[config.mk]
export PLATFORM = sky130hd
export DESIGN_NAME = index_free_list_allocator_unit
export DESIGN_NICKNAME = d
export VERILOG_FILES = /design/src/hdl/ifla_pkg.sv /design/src/hdl/ifla_slot_mem.sv /design/src/hdl/index_free_list_allocator_unit.sv
export SDC_FILE = /design/constraint.sdc
export NUM_CORES = 2
export LEC_CHECK = 0
export BUFFER_PORTS_ARGS = -buffer_cell sky130_fd_sc_hd__buf_2
export CAP_MARGIN = 5
export CORE_MARGIN = 2
export CORE_UTILIZATION = 50
export CTS_BUF_LIST = sky130_fd_sc_hd__clkbuf_4 sky130_fd_sc_hd__clkbuf_8
export DETAILED_ROUTE_END_ITERATION = 10
export PLACE_DENSITY = 0.65
export SLEW_MARGIN = 20
export SYNTH_ARGS = -nofsm -noshare
export SYNTH_HDL_FRONTEND = slang
export SYNTH_SLANG_ARGS = --single-unit
[constraint.sdc]
create_clock -name clk -period 11.3 [get_ports clk]
set_input_delay 0.565 -clock clk [delete_from_list [all_inputs] [get_ports clk]]
set_output_delay 0.565 -clock clk [all_outputs]
set_load 0.005 [all_outputs]
[src/hdl/ifla_pkg.sv]
`timescale 1ns / 1ps
// Shared types and constants for the free-list index allocator.
// No dependencies; used by every module of the block.
package ifla_pkg;

  localparam int POOL_SIZE = 128;
  localparam int IDX_W     = $clog2(POOL_SIZE);
  // head and links hold POOL_SIZE itself as the end-of-list mark
  localparam int HEAD_W    = $clog2(POOL_SIZE + 1);
  localparam int SLOT_W    = 8;
  localparam int GRANT_W   = 7;

  localparam logic OP_ALLOC = 1'b0;
  localparam logic OP_FREE  = 1'b1;

  typedef enum logic [1:0] {
    ST_OK        = 2'd0,
    ST_EXHAUSTED = 2'd1,
    ST_BAD_FREE  = 2'd2
  } status_t;

  typedef struct packed {
    logic              op;
    logic [SLOT_W-1:0] slot_index;
  } req_t;

  typedef struct packed {
    logic [GRANT_W-1:0] granted_index;
    status_t            status;
  } rsp_t;

  typedef struct packed {
    logic [HEAD_W-1:0] link;
    logic              in_use;
  } slot_entry_t;

  typedef struct packed {
    logic             en;
    logic [IDX_W-1:0] addr;
    slot_entry_t      entry;
  } slot_wr_t;

  typedef enum logic {
    S_IDLE,
    S_EXEC
  } fsm_state_t;

endpackage

[src/hdl/ifla_slot_mem.sv]
`timescale 1ns / 1ps
// Slot table: next link and in-use flag per slot, one read and one write port.
// Depends on ifla_pkg. Unwritten entries read as their reset value.
module ifla_slot_mem (
  input  logic                        clk,
  input  logic                        rst_n,
  input  logic                        rd_en,
  input  logic [ifla_pkg::IDX_W-1:0]  rd_addr,
  input  ifla_pkg::slot_wr_t          wr,
  output ifla_pkg::slot_entry_t       rd_entry
);

  ifla_pkg::slot_entry_t             mem [ifla_pkg::POOL_SIZE];
  logic [ifla_pkg::POOL_SIZE-1:0]    vld_r;
  ifla_pkg::slot_entry_t             mem_rd_r;
  logic                              vld_rd_r;
  logic [ifla_pkg::IDX_W-1:0]        addr_rd_r;
  ifla_pkg::slot_entry_t             dflt;

  always_ff @(posedge clk) begin
    if (wr.en) begin
      mem[wr.addr] <= wr.entry;
    end
    if (rd_en) begin
      mem_rd_r  <= mem[rd_addr];
      addr_rd_r <= rd_addr;
    end
  end

  always_ff @(posedge clk) begin
    if (!rst_n) begin
      vld_r    <= '0;
      vld_rd_r <= 1'b0;
    end else begin
      if (wr.en) begin
        vld_r[wr.addr] <= 1'b1;
      end
      if (rd_en) begin
        vld_rd_r <= vld_r[rd_addr];
      end
    end
  end

  // reset value: slot i links to i + 1 and is free
  always_comb begin
    dflt.link   = ifla_pkg::HEAD_W'(addr_rd_r) + ifla_pkg::HEAD_W'(1);
    dflt.in_use = 1'b0;
  end

  assign rd_entry = vld_rd_r ? mem_rd_r : dflt;

endmodule

[src/hdl/index_free_list_allocator_unit.sv]
`timescale 1ns / 1ps
// Free-list index allocator: LIFO pool of slot indices in a linked slot table.
// An accepted request registers its slot read and moves to the execute state, which registers the result for output.
// A new request waits until the previous one has executed, since the read of the slot
// table must return the head's link first; a stalled result also holds off new requests.
// Reset: head returns to slot 0 and per-entry valid bits clear at once; no clearing pass.
// Depends on ifla_pkg and ifla_slot_mem.
module index_free_list_allocator_unit (
  input  logic           clk,
  input  logic           rst_n,
  input  logic           in_valid,
  output logic           in_stall,
  input  ifla_pkg::req_t in_data,
  output logic           out_valid,
  input  logic           out_stall,
  output ifla_pkg::rsp_t out_data
);

  ifla_pkg::fsm_state_t             state_r, state_nxt;
  logic [ifla_pkg::HEAD_W-1:0]      head_r, head_nxt;
  ifla_pkg::req_t                   req_r;
  logic                             out_valid_r;
  ifla_pkg::rsp_t                   out_data_r, rsp_nxt;
  logic                             accept;
  logic                             rd_en;
  logic [ifla_pkg::IDX_W-1:0]       rd_addr;
  ifla_pkg::slot_entry_t            rd_entry;
  ifla_pkg::slot_wr_t               wr;
  logic                             head_ok;
  logic                             slot_ok;
  logic                             exec;

  assign accept = in_valid && !in_stall;

  ifla_slot_mem u_slot_mem (
    .clk      (clk),
    .rst_n    (rst_n),
    .rd_en    (rd_en),
    .rd_addr  (rd_addr),
    .wr       (wr),
    .rd_entry (rd_entry)
  );

  // next state
  always_comb begin
    state_nxt = state_r;
    unique case (state_r)
      ifla_pkg::S_IDLE: begin
        if (accept) begin
          state_nxt = ifla_pkg::S_EXEC;
        end
      end
      ifla_pkg::S_EXEC: begin
        state_nxt = ifla_pkg::S_IDLE;
      end
      default: state_nxt = ifla_pkg::S_IDLE;
    endcase
  end

  // state outputs
  always_comb begin
    in_stall = 1'b1;
    exec     = 1'b0;
    unique case (state_r)
      ifla_pkg::S_IDLE: begin
        // output register must be empty or draining before a new transaction
        in_stall = out_valid_r && out_stall;
      end
      ifla_pkg::S_EXEC: begin
        exec = 1'b1;
      end
      default: begin
        in_stall = 1'b1;
        exec     = 1'b0;
      end
    endcase
  end

  assign rd_en   = accept;
  assign rd_addr = (in_data.op == ifla_pkg::OP_FREE) ?
                   in_data.slot_index[ifla_pkg::IDX_W-1:0] :
                   head_r[ifla_pkg::IDX_W-1:0];

  assign head_ok = head_r < ifla_pkg::HEAD_W'(ifla_pkg::POOL_SIZE);
  assign slot_ok = int'(req_r.slot_index) < ifla_pkg::POOL_SIZE;

  // read-modify-write of the addressed slot
  always_comb begin
    head_nxt              = head_r;
    wr.en                 = 1'b0;
    wr.addr               = head_r[ifla_pkg::IDX_W-1:0];
    wr.entry              = rd_entry;
    rsp_nxt.granted_index = '0;
    rsp_nxt.status        = ifla_pkg::ST_OK;
    if (req_r.op == ifla_pkg::OP_ALLOC) begin
      if (head_ok) begin
        rsp_nxt.granted_index = ifla_pkg::GRANT_W'(head_r[ifla_pkg::IDX_W-1:0]);
        head_nxt              = rd_entry.link;
        wr.en                 = exec;
        wr.entry.link         = rd_entry.link;
        wr.entry.in_use       = 1'b1;
      end else begin
        rsp_nxt.status = ifla_pkg::ST_EXHAUSTED;
      end
    end else begin
      wr.addr = req_r.slot_index[ifla_pkg::IDX_W-1:0];
      if (slot_ok && rd_entry.in_use) begin
        head_nxt        = ifla_pkg::HEAD_W'(req_r.slot_index[ifla_pkg::IDX_W-1:0]);
        wr.en           = exec;
        wr.entry.link   = head_r;
        wr.entry.in_use = 1'b0;
      end else begin
        rsp_nxt.status = ifla_pkg::ST_BAD_FREE;
      end
    end
  end

  always_ff @(posedge clk) begin
    if (accept) begin
      req_r <= in_data;
    end
    if (exec) begin
      out_data_r <= rsp_nxt;
    end
  end

  always_ff @(posedge clk) begin
    if (!rst_n) begin
      state_r     <= ifla_pkg::S_IDLE;
      head_r      <= '0;
      out_valid_r <= 1'b0;
    end else begin
      state_r <= state_nxt;
      if (exec) begin
        head_r      <= head_nxt;
        out_valid_r <= 1'b1;
      end else if (!out_stall) begin
        out_valid_r <= 1'b0;
      end
    end
  end

  assign out_valid = out_valid_r;
  assign out_data  = out_data_r;

endmodule

==> key figures <==
Placement
  – Port-buffer cells: 23
  – Routability Congestion: 0.924
  – Placed insts: 5318
  – Setup slack at placement: 6.13 ns
  – Final HPWL DP: 81300 um
  – Post-DP Area: 54300 sq um

Pwr
  – Net switching power: 2.68 mW
  – Net Sw Frac: 24.9%
  – P_int: 8.08 mW
  – Clock power share: 39.2%
  – PwrDens: 183 nW/um^2
  – Cell leakage power: 20.1 nW
  – Worst vdd ir: 169 uV
  – Comb power frac: 9.1%
  – Sequential power share: 51.7%

Clocking
  – Post-CTS setup buffers: 0
  – CTS sink cnt: 1325
  – TritonCTS Buffers: 208
  – CTS resizes: 0
  – Clock insertion delay at the later pin of the skew report: 0.90 ns
  – CTS tree: done
  – CTS Buffer Depth: 3
  – CTS root buffer: clkbuf_8
  – Htree depth: 4
  – Clock Pin Slew Worst Setup and Hold Paths: 0.06 ns

Worst setup path
  – Worst path cell trace: mux2i_4 -> buf_4 -> inv_8 -> buf_12 -> buf_4 -> nand2_1 -> nand3_1 -> nand3_1 -> nand3_1 -> o2111ai_1 -> nand4_1
  – Cell mode on critical path: nand3_1
  – Worst setup SP type: flop
  – Critical setup path kind: flop to flop
  – Worst-path fanout max: 180
  – CP Buf/Inv Count: 4
  – Worst flop-to-flop path startpoint: head_r[1]
  – Worst reg2reg path depth: 11
  – CP max stage delay: 0.89 ns
  – Crit path max-delay family: buffers and inverters
  – Slowest cell on the critical path: buf_4
  – Reg2reg end: u_slot_mem.mem_rd_r[4]
  – R2r setup slk: 6.53 ns
  – CP endpoint kind: flop
  – CP arrival: 5.48 ns
  – Crit path required time: 12.01 ns

Final layout
  – Final #Nets: 4163
  – Area grow syn2layout: 11.1%
  – Non-Filler Instances: 5721
  – Filler instances: 8621
  – Area of the multi-input gates: 13400 sq um
  – Reg area: 38400 sq um
  – Finished layout cell area: 58800 sq um
  – Share of layout cells above drive strength 1: 12.1%

Hold path
  – Min-delay src: in_data[8]
  – Hold depth: 1
  – Worst Hold Class: input port to flop
  – Worst hold path endpoint: req_r[8]

Synth
  – Synth Warn #: 0
  – Post-synth EDFFs: 1186
  – Cells after Synth: 4110
  – Post-synth top area share: 67.2%
  – Top cells by area, synth: edfxtp_1, nand2_1, nand3_1
  – Top_reg_cell synth: edfxtp_1
  – #FFs+latches synth: 1325
  – Mapped Area: 53000 sq um
  – Post-synthesis sequential area ratio: 72.5%
  – Syn Nets: 4124
  – Async S/R FF share, synth: 0%
  – Mean Syn Cell Area: 12.9 sq um
  – Synth cell types: 51
  – Yosys top cell by area: edfxtp_1

Floorplan
  – Initial core utilization: 50.3%
  – Die W: 330 um
  – Placeable Area: 105000 sq um
  – Die Span Y: 330 um
  – I/O pin cnt: 24
  – Die area: 109000 sq um
  – Row count: 119

Drt
  – Wl on met1: 58800 um
  – Post-DRT Antenna Nets: 0
  – Initial DRT Pass Iterations: 7
  – DRT iter0 DRCs: 4132
  – Drt wl/cell: 25.2 um
  – Max layer used: met4
  – DRC: 0
  – Routed vias: 34.0k
  – DR WL met3: 14000 um
  – DR vias/cell: 5.95
  – Post-Route WL: 144000 um
  – Met2 WL: 66900 um

Timing
  – Final period util: 42.2%
  – Final worst setup slack: 6.53 ns
  – Hold Vio Cnt, Final: 0
  – Setup TNS: 0 ns
  – Worst Max-Slew Pin Slew: 1.17 ns
  – Setup violations, final: 0
  – Final Hold Slack: 0.104 ns
  – Fin crit period: 4.77 ns
  – Worst Skew: 0.0534 ns
  – Final Max Slew Viols: 0
  – Relative slew slack: 22.1%
  – RSZ-0062 raised after global routing: false
  – Fmax achieved: 210 MHz

GRT
  – GRT Resource Usage Total: 26.5%
  – Largest net degree at the start of global routing: 220
  – Vias in the first global route: 32.3k
  – First-pass GRT wire length: 212000 um
  – Initial antenna violation count: 1
  – Gr ovfl total: 0

Run
  – Max-Cap Viols: 0

Status
  – Status: finished clean
[layer usage]
layer | track usage (%) | vias up
met5 | 0 | -
met3 | 5.96 | 296
li1 | - | 15200
met2 | 41.0 | 1664
met1 | 37.0 | 16900
met4 | 9.63 | 0
[synth_stat cells (all sizes together) (19+ instances only)]
cell type,n
mux4,29
o21a,134
buf,171
clkbuf,92
dfxtp,139
nand3,647
and3,39
nor2,137
edfxtp,1186
a21oi,92
a311oi,37
o311ai,19
nor4,24
inv,19
nand2,1049
mux2i,150
[how the worst max path moves through the flow]
stage	start	endpoint	slack, ns	cells after the start
final	head_r[1]	u_slot_mem.mem_rd_r[4]	6.53	11
after global routing	head_r[1]	u_slot_mem.mem_rd_r[4]	6.26	11
after CTS	head_r[1]	u_slot_mem.mem_rd_r[7]	6.72	11
after detailed placement	in_data[8]	u_slot_mem.mem_rd_r[7]	6.13	12
after global placement	in_data[8]	u_slot_mem.mem_rd_r[7]	6.24	12
after floorplan	req_r[8]	u_slot_mem.mem[0][4]	3.97	5
[cells by family after synthesis]
group                      count (synthesis)  synth area share (%)
AOI/OAI and AO/OA                        363                  4.90
xor gates and xnor gates                   5                0.0826
adders and majority gates                  1                0.0236
buffers and inverters                    283                  2.46
DFF                                     1325                  72.5
muxes                                    184                  4.20
and+or+nand+nor                         1949                  15.9
[metrics by stage]
step           util, %  total power [mW]
3_3_place_gp      51.5              6.61
3_5_place_dp      51.6              6.63
5_1_grt           55.9              11.1
2_1_floorplan        -              6.26
6_report          55.9              10.8
4_1_cts           55.8              10.8
[worst register-to-register path: cells and delay by family, from the launching register on]
kind / cells / cell delay [ns]
simple gates: 5 / 0.85
buf+inv: 4 / 2.72
flops: 1 / 0.48
mux: 1 / 0.10
compound gates: 1 / 0.43
[layout make-up]
cell class | count | share of cell area [%]
clock buffer | 337 | 6.70
antenna | 1 | 0.00425
multi-input combinational | 2502 | 22.9
timing repair buffer | 92 | 1.32
clock inverter | 53 | 0.759
tap | 1391 | 2.96
inverter | 20 | 0.155
sequential | 1325 | 65.2
[power by group through the flow]
stage	clock network (mW)	logic [mW]	registers, mW
finish	4.22	0.981	5.57
global placement	0	0.947	5.67
CTS	4.26	0.968	5.56
floorplan	0	0.576	5.69
detailed placement	0	0.963	5.67
global route	4.47	1.05	5.56
[flip-flops by register name, summed over array words and instances, names as in the netlist]
register and count:
u_slot_mem.mem_rd_r 9, head_r 8, out_valid 1, state_r 1, u_slot_mem.vld_rd_r 1, u_slot_mem.addr_rd_r 7
u_slot_mem.mem 1152, u_slot_mem.vld_r 128, req_r 9, out_data 9
[layout by cell type, fill, tap and decap left out, drive strengths merged, types with 5 or more instances in the layout]
master,instances
nor2b,11
o221ai,13
nand3,647
mux2i,150
a31oi,10
dfxtp,139
o311ai,19
clkbuf,337
nand2b,6
a21oi,92
o21ai,9
buf,81
nor4,24
inv,30
mux2,5
o22ai,5
o32ai,10
edfxtp,1186
nor2,137
o2111ai,9
a211o,9
mux4,29
and2,13
nand4,13
a222oi,5
dlygate4sd3,11
a311oi,37
nor3,8
nand2,1049
clkinv,37
o21a,134
and3,39
[timing repair]
action	4_1_cts	5_1_grt
endpoints found under the setup margin	0	0
hold endpoints to repair	10	0
hold buffers	11	0
Note: power is estimated with default switching activity, not from simulation.
